**src/sv/kmsr_pkg.sv**
```systemverilog
// kmsr_pkg: shared types, widths and the keymap rom for the key matrix scanner
// no dependencies; used by every module of the block
package kmsr_pkg;

  localparam int unsigned COL_W  = 4;
  localparam int unsigned ROW_W  = 8;
  localparam int unsigned CODE_W = 8;
  localparam int unsigned KEYS_W = 7;

  localparam int unsigned ROM_COLS = 16;
  localparam int unsigned ROM_ROWS = 8;

  // hid usage codes whose top three bits match this prefix (e0 and above) are modifier keys
  localparam logic [2:0] MOD_PREFIX = 3'b111;

  localparam logic [KEYS_W-1:0] MAX_KEYS_RESET = 7'd7;

  typedef struct packed {
    logic [COL_W-1:0] column_index;
    logic [ROW_W-1:0] row_levels;
  } in_item_t;

  typedef struct packed {
    logic [CODE_W-1:0] code;
    logic              is_modifier_byte;
    logic              last_of_scan;
  } out_item_t;

  // what one row lane found
  typedef struct packed {
    logic              pressed;
    logic              is_mod;
    logic [CODE_W-1:0] code;
    logic [CODE_W-1:0] mod_mask;
  } lane_hit_t;

  // results of one item handed to the output queue
  typedef struct packed {
    logic [1:0] num;
    out_item_t  first;
    out_item_t  second;
  } push_t;

  localparam logic [CODE_W-1:0] KEYMAP [ROM_COLS][ROM_ROWS] = '{
    '{8'h0B, 8'h23, 8'h1C, 8'h18, 8'h0D, 8'h24, 8'h10, 8'h11},
    '{8'h3F, 8'h2E, 8'h30, 8'h0C, 8'h0E, 8'h25, 8'h36, 8'h00},
    '{8'h3E, 8'h42, 8'h2A, 8'h00, 8'h31, 8'h43, 8'h28, 8'h2C},
    '{8'h00, 8'h41, 8'h40, 8'h12, 8'h0F, 8'h26, 8'h37, 8'h00},
    '{8'h0A, 8'h22, 8'h17, 8'h15, 8'h09, 8'h21, 8'h19, 8'h05},
    '{8'h34, 8'h2D, 8'h2F, 8'h13, 8'h33, 8'h27, 8'h00, 8'h38},
    '{8'h3D, 8'h3B, 8'h3C, 8'h08, 8'h07, 8'h20, 8'h06, 8'h00},
    '{8'h66, 8'h4C, 8'h80, 8'h80, 8'h7F, 8'h44, 8'h00, 8'h51},
    '{8'h00, 8'h3A, 8'h39, 8'h1A, 8'h16, 8'h1F, 8'h1B, 8'h00},
    '{8'h00, 8'h49, 8'h00, 8'h00, 8'h00, 8'h45, 8'h00, 8'h4F},
    '{8'h29, 8'h35, 8'h2B, 8'h14, 8'h04, 8'h1E, 8'h1D, 8'h00},
    '{8'h00, 8'h4B, 8'h00, 8'hE3, 8'h65, 8'h4E, 8'h4B, 8'h4E},
    '{8'h00, 8'h00, 8'hE1, 8'h00, 8'h00, 8'h00, 8'hE5, 8'h00},
    '{8'h52, 8'h4A, 8'h00, 8'h00, 8'h00, 8'h4D, 8'h48, 8'h50},
    '{8'h00, 8'hE0, 8'h00, 8'h00, 8'h00, 8'h00, 8'hE4, 8'h00},
    '{8'hE2, 8'h00, 8'h00, 8'h47, 8'h00, 8'h46, 8'h00, 8'hE6}
  };

  function automatic logic [CODE_W-1:0] keymap_lookup(logic [COL_W-1:0] col,
                                                      logic [2:0] row);
    return KEYMAP[col][row];
  endfunction

endpackage

```
**src/sv/kmsr_lane.sv**
```systemverilog
// kmsr_lane: one row lane, checks its row level and looks up its keymap entry
// depends on kmsr_pkg
module kmsr_lane #(
  parameter int unsigned LANE_IDX = 0
) (
  input  logic [kmsr_pkg::COL_W-1:0] column_index_i,
  input  logic                       level_i,
  output kmsr_pkg::lane_hit_t        hit_o
);

  logic [kmsr_pkg::CODE_W-1:0] code;

  assign code = kmsr_pkg::keymap_lookup(column_index_i, 3'(LANE_IDX));

  always_comb begin
    hit_o.pressed  = ~level_i;
    hit_o.code     = code;
    hit_o.is_mod   = (code[7:5] == kmsr_pkg::MOD_PREFIX);
    // only e0..e7 land inside the modifier byte
    hit_o.mod_mask = '0;
    if (hit_o.is_mod && (code[4:3] == 2'b00)) begin
      hit_o.mod_mask = kmsr_pkg::CODE_W'(1) << code[2:0];
    end
  end

endmodule

```
**src/sv/kmsr_merge.sv**
```systemverilog
// kmsr_merge: picks the lowest pressed row lane and keeps the per-scan state
// depends on kmsr_pkg; feeds the output queue with up to two results per item
module kmsr_merge #(
  parameter int unsigned NUM_COLS = 16,
  parameter int unsigned NUM_ROWS = 8
) (
  input  logic                        clk_i,
  input  logic                        rst_ni,
  input  logic                        accept_i,
  input  logic [kmsr_pkg::COL_W-1:0]  column_index_i,
  input  kmsr_pkg::lane_hit_t         hits_i [NUM_ROWS],
  input  logic [kmsr_pkg::KEYS_W-1:0] max_keys_i,
  output kmsr_pkg::push_t             push_o
);

  logic [kmsr_pkg::CODE_W-1:0] mod_accum_q, mod_accum_d;
  logic [kmsr_pkg::KEYS_W-1:0] keys_q, keys_d;
  logic                        stopped_q, stopped_d;

  logic                        start, active, found, last_col;
  logic                        emit_key, cap_hit, mod_out;
  kmsr_pkg::lane_hit_t         sel;
  logic [kmsr_pkg::CODE_W-1:0] acc_base, acc_new;
  logic [kmsr_pkg::KEYS_W-1:0] keys_base, keys_new, cap;
  logic                        stop_base;
  kmsr_pkg::out_item_t         key_item, mod_item;

  // lowest pressed row wins
  always_comb begin
    found = 1'b0;
    sel   = '0;
    for (int r = NUM_ROWS - 1; r >= 0; r--) begin
      if (hits_i[r].pressed) begin
        found = 1'b1;
        sel   = hits_i[r];
      end
    end
  end

  always_comb begin
    start     = (column_index_i == '0);
    acc_base  = start ? '0 : mod_accum_q;
    keys_base = start ? '0 : keys_q;
    stop_base = start ? 1'b0 : stopped_q;
    active    = !stop_base && ({1'b0, column_index_i} < (kmsr_pkg::COL_W + 1)'(NUM_COLS));
    last_col  = (column_index_i == kmsr_pkg::COL_W'(NUM_COLS - 1));
    // a zero capacity behaves as one
    cap       = (max_keys_i == '0) ? '0 : max_keys_i - 1'b1;

    acc_new   = acc_base | ((found && sel.is_mod) ? sel.mod_mask : '0);
    emit_key  = found && !sel.is_mod && (keys_base < cap);
    keys_new  = keys_base + kmsr_pkg::KEYS_W'(emit_key);
    cap_hit   = found && (keys_new >= cap);
    mod_out   = active && (cap_hit || last_col);

    key_item.code             = sel.code;
    key_item.is_modifier_byte = 1'b0;
    key_item.last_of_scan     = 1'b0;
    mod_item.code             = acc_new;
    mod_item.is_modifier_byte = 1'b1;
    mod_item.last_of_scan     = 1'b1;

    push_o = '0;
    if (accept_i && active) begin
      if (emit_key) begin
        push_o.first  = key_item;
        push_o.second = mod_item;
        push_o.num    = mod_out ? 2'd2 : 2'd1;
      end else if (mod_out) begin
        push_o.first = mod_item;
        push_o.num   = 2'd1;
      end
    end

    mod_accum_d = mod_accum_q;
    keys_d      = keys_q;
    stopped_d   = stopped_q;
    if (accept_i) begin
      mod_accum_d = active ? acc_new : acc_base;
      keys_d      = active ? keys_new : keys_base;
      stopped_d   = active ? mod_out : stop_base;
    end
  end

  always_ff @(posedge clk_i or negedge rst_ni) begin
    if (!rst_ni) begin
      mod_accum_q <= '0;
      keys_q      <= '0;
      stopped_q   <= 1'b0;
    end else begin
      mod_accum_q <= mod_accum_d;
      keys_q      <= keys_d;
      stopped_q   <= stopped_d;
    end
  end

endmodule

```
**src/sv/kmsr_out_queue.sv**
```systemverilog
// kmsr_out_queue: four-entry result queue, takes up to two results a cycle
// depends on kmsr_pkg; drives the output channel of the top level
module kmsr_out_queue (
  input  logic                clk_i,
  input  logic                rst_ni,
  input  kmsr_pkg::push_t     push_i,
  output logic                room_o,
  output logic                out_valid_o,
  input  logic                out_stall_i,
  output kmsr_pkg::out_item_t out_item_o
);

  localparam int unsigned DEPTH = 4;
  localparam int unsigned PTR_W = $clog2(DEPTH);

  kmsr_pkg::out_item_t mem_q [DEPTH];

  logic [PTR_W-1:0] rd_q, rd_d, wr_q, wr_d;
  logic [PTR_W:0]   cnt_q, cnt_d;
  logic             pop;

  assign out_valid_o = (cnt_q != '0);
  assign out_item_o  = mem_q[rd_q];
  assign pop         = out_valid_o && !out_stall_i;
  // leave space for the worst case of two results per item
  assign room_o      = (cnt_q <= (PTR_W + 1)'(DEPTH - 2));

  always_comb begin
    rd_d  = rd_q + PTR_W'(pop);
    wr_d  = wr_q + PTR_W'(push_i.num);
    cnt_d = cnt_q + (PTR_W + 1)'(push_i.num) - (PTR_W + 1)'(pop);
  end

  always_ff @(posedge clk_i) begin
    if (push_i.num != 2'd0) begin
      mem_q[wr_q] <= push_i.first;
    end
    if (push_i.num == 2'd2) begin
      mem_q[wr_q + PTR_W'(1)] <= push_i.second;
    end
  end

  always_ff @(posedge clk_i or negedge rst_ni) begin
    if (!rst_ni) begin
      rd_q  <= '0;
      wr_q  <= '0;
      cnt_q <= '0;
    end else begin
      rd_q  <= rd_d;
      wr_q  <= wr_d;
      cnt_q <= cnt_d;
    end
  end

endmodule

```
**src/sv/key_matrix_scan_report_top.sv**
```systemverilog
// Key matrix scanner: takes one scanned column per item and returns boot-report
// results (keycodes, then the modifier byte flagged last). When an item is taken,
// its results (none, one or two) enter a four-entry output queue
// in that same cycle, so columns stream at one per cycle as long as the queue has
// room for two results; the output side drains one result per cycle while not
// stalled, which sets the sustained rate when most columns give results. Row lanes
// look up the keymap in parallel and a merge stage picks the lowest pressed row.
// depends on kmsr_pkg, kmsr_lane, kmsr_merge, kmsr_out_queue
module key_matrix_scan_report_top #(
  parameter int unsigned NUM_COLS = 16,
  parameter int unsigned NUM_ROWS = 8
) (
  input  logic                        clk_i,
  input  logic                        rst_ni,
  input  logic                        cfg_we_i,
  input  logic [kmsr_pkg::KEYS_W-1:0] cfg_wdata_i,
  input  logic                        in_valid_i,
  output logic                        in_stall_o,
  input  kmsr_pkg::in_item_t          in_item_i,
  output logic                        out_valid_o,
  input  logic                        out_stall_i,
  output kmsr_pkg::out_item_t         out_item_o
);

  logic [kmsr_pkg::KEYS_W-1:0] max_keys_q;
  logic                        room, accept;
  kmsr_pkg::lane_hit_t         hits [NUM_ROWS];
  kmsr_pkg::push_t             push;

  always_ff @(posedge clk_i or negedge rst_ni) begin
    if (!rst_ni) begin
      max_keys_q <= kmsr_pkg::MAX_KEYS_RESET;
    end else if (cfg_we_i) begin
      max_keys_q <= cfg_wdata_i;
    end
  end

  assign in_stall_o = !room;
  assign accept     = in_valid_i && room;

  for (genvar r = 0; r < NUM_ROWS; r++) begin : g_lane
    kmsr_lane #(.LANE_IDX(r)) u_lane (
      .column_index_i (in_item_i.column_index),
      .level_i        (in_item_i.row_levels[r]),
      .hit_o          (hits[r])
    );
  end

  kmsr_merge #(.NUM_COLS(NUM_COLS), .NUM_ROWS(NUM_ROWS)) u_merge (
    .clk_i          (clk_i),
    .rst_ni         (rst_ni),
    .accept_i       (accept),
    .column_index_i (in_item_i.column_index),
    .hits_i         (hits),
    .max_keys_i     (max_keys_q),
    .push_o         (push)
  );

  kmsr_out_queue u_queue (
    .clk_i       (clk_i),
    .rst_ni      (rst_ni),
    .push_i      (push),
    .room_o      (room),
    .out_valid_o (out_valid_o),
    .out_stall_i (out_stall_i),
    .out_item_o  (out_item_o)
  );

endmodule

```
**config.mk**
```make
export PLATFORM = sky130hd
export DESIGN_NAME = key_matrix_scan_report_top
export DESIGN_NICKNAME = d
export VERILOG_FILES = /design/src/sv/kmsr_pkg.sv /design/src/sv/kmsr_lane.sv /design/src/sv/kmsr_merge.sv /design/src/sv/kmsr_out_queue.sv /design/src/sv/key_matrix_scan_report_top.sv
export SDC_FILE = /design/constraint.sdc
export NUM_CORES = 1
export LEC_CHECK = 0
export BUFFER_PORTS_ARGS = -buffer_cell sky130_fd_sc_hd__buf_4
export CORE_ASPECT_RATIO = 0.75
export CORE_MARGIN = 1.5
export CORE_UTILIZATION = 58
export DETAILED_ROUTE_END_ITERATION = 10
export GPL_ROUTABILITY_DRIVEN = 0
export PLACE_DENSITY = 0.79
export SLEW_MARGIN = 20
export SYNTH_ARGS = -nofsm -noshare
export SYNTH_HDL_FRONTEND = slang
export SYNTH_HIERARCHICAL = 1
export SYNTH_SLANG_ARGS = --single-unit
```
**constraint.sdc**
```tcl
create_clock -name clk_i -period 6.3 [get_ports clk_i]
set_clock_uncertainty 0.1 [all_clocks]
set_input_delay 0.63 -clock clk_i [delete_from_list [all_inputs] [get_ports clk_i]]
set_output_delay 0.63 -clock clk_i [all_outputs]
set_load 0.02 [all_outputs]
```
---- Yosys cells after proc, flatten, opt, wreduce, memory -nomap -nowiden ----
Memories as Yosys holds them, arrays and structs flattened.
Index checks and enable logic that the tools add are counted.
cells by class
  shift operators ......................... 8
  bitwise gates (word level) .............. 2
  reductions and logical operators ........ 33
  order comparisons ....................... 4
  add/sub/neg operators ................... 7
  equal/unequal tests ..................... 10
  mux-type cells .......................... 43
operators by type and width
  cell                                                                count
  17-bit 2-to-1 mux                                                   8
  64-bit 2-to-1 mux                                                   2
  8-bit 2-to-1 mux                                                    11
  1-bit by 3-bit << shifter with 8-bit output, first input constant   8
  3-bit equality test, second input constant                          8
  22-bit 2-to-1 mux                                                   1
  7-bit 2-to-1 mux                                                    3
  1-bit logical AND                                                   16
  2-bit zero test                                                     8
  1-bit 2-to-1 mux                                                    14
  12-bit 2-to-1 mux                                                   1
  11-bit 2-to-1 mux                                                   1
  10-bit 2-to-1 mux                                                   1
  8-bit bitwise OR                                                    1
  7-bit by 1-bit adder with 7-bit output                              1
  7-bit >= comparator                                                 1
  7-bit zero test                                                     1
  7-bit less-than comparator                                          1
  7-bit by 1-bit subtractor with 7-bit output, second input constant  1
  5-bit >= comparator, second input constant                          1
  4-bit NOT with 5-bit output                                         1
  4-bit equality test, second input constant                          1
  1-bit zero test                                                     4
  4-bit zero test                                                     1
  11 further kinds                                                    11
storage, ports and cells
  RAM bits ................................ 40
  register bits after elaboration ......... 30
  input port bits ......................... 24
  word-level logic and storage cells ...... 116
  memory bits (read-only) ................. 1024
  memories ................................ 2
  output and inout port bits .............. 12
memory list
  name             words  width  read ports  clocked after Yosys merged registers in  wr ports  line                  text
  (no name shown)  16     64     1           0                                        0         kmsr_pkg.sv:65        return KEYMAP[col][row];
  u_queue.mem_q    4      10     1           0                                        2         kmsr_out_queue.sv:16  kmsr_pkg::out_item_t mem_q [DEPTH];

---- Depth between registers and ports, before layout ----
  word-level depth ........................ 29
  mapped depth ............................ 30
  depth with buffers taken out ............ 29

---- Hierarchy ----
Netlist, hierarchy kept.
modules (own cells, without submodules)
  module                         cells each  area an instance (µm²)  instances  seq. area each (µm²)
  kmsr_merge                     377         2661.3                  1          400.4
  kmsr_out_queue                 137         2344.7                  1          1376.3
  kmsr_lane at g_lane[1].u_lane  44          365.4                   1          0.0
  kmsr_lane at g_lane[0].u_lane  45          337.8                   1          0.0
  kmsr_lane at g_lane[3].u_lane  47          324.1                   1          0.0
  kmsr_lane at g_lane[6].u_lane  45          315.3                   1          0.0
  key_matrix_scan_report_top     17          305.3                   1          178.9
  kmsr_lane at g_lane[4].u_lane  39          302.8                   1          0.0
  kmsr_lane at g_lane[5].u_lane  40          301.5                   1          0.0
  kmsr_lane at g_lane[7].u_lane  42          285.3                   1          0.0
  kmsr_lane at g_lane[2].u_lane  39          265.3                   1          0.0

---- Worst setup path after synthesis ----
Ideal clock, no wire load.
  path type ............................... input -> register
  start point ............................. input in_item_i[8] in the netlist's numbering
  end point ............................... memory u_queue/mem_q[0][0] in the netlist's numbering, enable pin
  stages .................................. 24
  path slack .............................. -0.151 ns
  setup time .............................. 0.393 ns
  arrival ................................. 5.957 ns
  required time ........................... 5.807 ns
  cells stage by stage .................... or4_1 > buf_4 > clkbuf_1 > and2_1 > ha_1 > nand4_1 > or3_1 > a21oi_1 > or3_1 > inv_1 > ha_1 > ha_1 > and3_1 > clkbuf_1 > xor2_1 > ha_1 > a21oi_1 > o211ai_1 > o21a_1 > and2_1 > ha_1 > and3_1 > nor2_1 > o31ai_1
RTL lines
  what         line                              text
  from (decl)  key_matrix_scan_report_top.sv:19  input kmsr_pkg::in_item_t in_item_i,
  to (decl)    kmsr_out_queue.sv:16

==> results.py <==
metrics = {
    "cts": {
        "cts.reportedPaths.clkPinSlew_ps": 50,
        "cts_made_buffers": 9,
        "sinks_on_clock_net": 70,
        "cts.htree.levels": 3,
        "ctsHoldBuffers": 0,
        "clock_latency_ps": 340,
        "clock_tree_from_tritoncts": "yes",
        "max-clock-path-buffers": 2,
        "clock_tree_root_buffer_cell": "sky130_fd_sc_hd__clkbuf_16",
    },
    "grt": {
        "grt_util_all_layers": 0.265,
        "number_of_antenna_violations_at_the_first_check_in_global_routing": 0,
        "grt_pass1_wl_mm": 29.2,
        "grt_max_degree": 60,
        "gr-total-overflow": 0,
        "grt_pass1_vias": 5679,
    },
    "setup_path": {
        "cpMostUsedCell": "sky130_fd_sc_hd__ha_1",
        "cp_data_arrival_time_ps": 6080,
        "cp_startpoint_kind": "flip-flop",
        "crit_path_max_incr_delay_ps": 490,
        "timing.critical_path.to_type": "flip-flop",
        "timing.setup.critical_path_class": "flip-flop to flip-flop",
        "reg2regPathDepth": 24,
        "path_max_fanout": 4,
        "reg_to_reg_startpoint": "max_keys_q[4]",
        "worstPathRequired_ps": 6280,
        "reg2reg_setup_slack_ps": 200,
        "worstPathCellList": "nor4_2, nand2_1, mux2i_1, ha_1, nand4_1, or3_1, a21oi_1, or3_1, inv_1, ha_1, ha_1, buf_4, xnor2_1, ha_1, o2111ai_1, a21oi_1, o21a_1, and2_1, ha_1, and3_1, buf_4, nor4_4, buf_4, mux2_2",
        "crit_path_top_delay_cell": "sky130_fd_sc_hd__nor4_2",
        "crit-reg2reg-capture": "u_queue/mem_q[1][4]",
    },
    "cells_and_area": {
        "drive_above_1_share": 0.221,
        "diodes": 0,
        "final_nets": 1007,
        "final_cell_mix": "89 x sky130_fd_sc_hd__buf_4, 66 x sky130_fd_sc_hd__inv_1, 66 x sky130_fd_sc_hd__ha_1, 57 x sky130_fd_sc_hd__conb_1, 54 x sky130_fd_sc_hd__nor2_1",
        "final.fill_count": 1056,
        "layout.core_utilization": 0.658,
        "areaGrowthSynthToFinish_pct": 10.0,
        "layout.cells.most_common": "sky130_fd_sc_hd__buf_4",
    },
    "routing": {
        "route.vias.total": 6312,
        "avg_vias_per_cell": 5.78,
        "detailedRoute.firstPassIterationCount": 6,
        "detail_route.drc_violations": 0,
        "wire_per_inst_um": 16.7,
        "final_ant_viol_nets": 0,
        "detail_route.wirelength_mm": 18.3,
        "initialDrtViolationCount": 633,
    },
    "floorplanning": {
        "fp.dieArea_um2": 14200,
        "die-width_um": 137,
        "core_area_um2": 13100,
        "start_util": 0.598,
        "floorplan.die.height_um": 103,
        "core.rowCount": 36,
        "pin_count": 36,
    },
    "logic_synthesis": {
        "synthesis.yosys.warnings": 6,
        "dominantRegCellSynth": "sky130_fd_sc_hd__edfxtp_1",
        "synth-edff-count": 40,
        "synthesis.area_um2": 7810,
        "post_synth_num_cell_types": 79,
        "synthArstFlopShare": 0.429,
        "synth_area_per_cell_um2": 8.95,
        "synth_seq_area_share": 0.250,
        "syn_inst": 872,
        "synth.ff_latch_count": 70,
    },
    "power": {
        "power.total_mw": 2.09,
        "power.density_nw_per_um2": 243,
        "leakagePower_nw": 3.85,
        "worst_ir_drop_vdd_mv": 0.211,
    },
    "sta": {
        "max_clock_freq_mhz": 164,
        "finalHoldWorstSlack_ps": 120,
        "timing.final.hold_violations": 0,
        "worst_pin_slew_ps": 808,
        "final_max_slew_viol_count": 0,
        "timing.final.crit_period_ps": 6100,
        "worst_case_headroom_to_the_max_slew_limit": 0.461,
        "setup-violations-final": 0,
        "share_of_the_clock_period_used_by_the_worst_path_after_layout": 0.968,
    },
    "status": {
        "outcome": "finished clean",
    },
    "place": {
        "placement.io_buffers": 35,
        "hpwl_mm": 13.3,
    },
    "min_path": {
        "type_of_the_most_critical_hold_path": "input pin to async pin",
    },
    "flow_run": {
        "cap_violations": 0,
    },
}
[worst max-delay path by stage]
stage / start / endpoint / slack, ps
detailed placement: in_item_i[8] / u_queue/mem_q[0][2] / -250
global placement: in_item_i[8] / u_queue/mem_q[0][3] / 8
floorplan: in_item_i[8] / u_queue/mem_q[2][0] / 40
global route: max_keys_q[4] / u_queue/mem_q[1][5] / -20
CTS: in_item_i[8] / u_queue/mem_q[0][9] / 2
finish: max_keys_q[4] / u_queue/mem_q[1][4] / 200
[report_power, final]
group          internal, mW  switching [mW]  leakage, nW
clock                 0.345           0.189        0.147
sequential            0.581           0.103        0.725
combinational         0.398           0.469         2.98
[per-stage QoR]
step	TNS [ps]	cell area, um2	setup slack [ps]	instances
after floorplan	0	8000	43.6	921
after global placement	0	8220	7.52	1075
after detailed placement	-9070	8220	-250	1075
after CTS	0	8520	1.80	1091
after global routing	-65.8	8590	-16.0	1092
final	0	8590	203	1092
[cells in the mapped netlist, types with 9 or more instances]
library cell,number,area share
sky130_fd_sc_hd__nor2b_1,32,0.026
sky130_fd_sc_hd__buf_6,10,0.014
sky130_fd_sc_hd__nand3_1,14,0.0090
sky130_fd_sc_hd__edfxtp_1,40,0.15
sky130_fd_sc_hd__mux2_2,42,0.061
sky130_fd_sc_hd__xor2_1,9,0.010
sky130_fd_sc_hd__a221o_1,11,0.014
sky130_fd_sc_hd__a221oi_1,9,0.010
sky130_fd_sc_hd__mux2i_1,11,0.014
sky130_fd_sc_hd__a211oi_1,14,0.013
sky130_fd_sc_hd__clkbuf_1,27,0.013
sky130_fd_sc_hd__buf_4,67,0.064
sky130_fd_sc_hd__mux4_2,14,0.040
sky130_fd_sc_hd__inv_1,66,0.032
sky130_fd_sc_hd__nand2_1,54,0.026
sky130_fd_sc_hd__and2_1,10,0.0080
sky130_fd_sc_hd__dfrtp_1,27,0.087
sky130_fd_sc_hd__a22oi_1,11,0.011
sky130_fd_sc_hd__nor2_1,54,0.026
sky130_fd_sc_hd__ha_1,66,0.11
sky130_fd_sc_hd__and3_1,9,0.0072
sky130_fd_sc_hd__o21ai_0,42,0.027
sky130_fd_sc_hd__o22ai_1,17,0.014
sky130_fd_sc_hd__a21oi_1,52,0.033
sky130_fd_sc_hd__nand3b_1,13,0.012
sky130_fd_sc_hd__nor3_1,9,0.0058
[critical path: cells and delay by family, from the launching register on]
family	cells	cell delay, ps
compound gates	4	690
xor+xnor	1	220
mux	2	540
flops	1	430
fa+ha+maj	5	1350
simple gates	8	1940
buf+inv	4	570
[registers in the layout, summed over array words and instances (netlist names)]
register             cells
u_queue/wr_q             2
u_merge/keys_q           7
u_queue/rd_q             2
max_keys_q               7
u_queue/mem_q           40
u_merge/mod_accum_q      8
u_queue/cnt_q            3
u_merge/stopped_q        1
[area by class of cell]
cell class,count,area [um2],area share
multi-input combinational,673,5080,0.591
sequential,70,1960,0.228
timing repair buffer,95,779,0.0908
inverter,67,251,0.0293
clock buffer,11,233,0.0271
tap,171,214,0.0249
clock inverter,5,76.3,0.00889
[layer usage]
metal,part of all wire,track usage
met1,0.49,0.405
met2,0.44,0.396
met3,0.063,0.0487
met4,0.0075,0.0437
met5,0,0
[kinds of logic (layout without fill, tap and decap cells)]
kind of cell | after synthesis | in the layout | synth area share
xor gates and xnor gates | 16 | 16 | 0.0179
buffers and inverters | 178 | 178 | 0.129
and+or+nand+nor | 241 | 241 | 0.164
DFF | 70 | 70 | 0.250
AOI/OAI and AO/OA | 215 | 215 | 0.189
other | 8 | 57 | 0.00385
muxes | 77 | 77 | 0.137
adders and majority gates | 67 | 67 | 0.108
[timing repair]
action / CTS / global route
resized for setup: 0 / 10
buffers inserted: 0 / 1
setup endpoints to repair: 0 / 71
hold endpoints to repair: 0 / 0
Power figures use the tool's default switching activity.
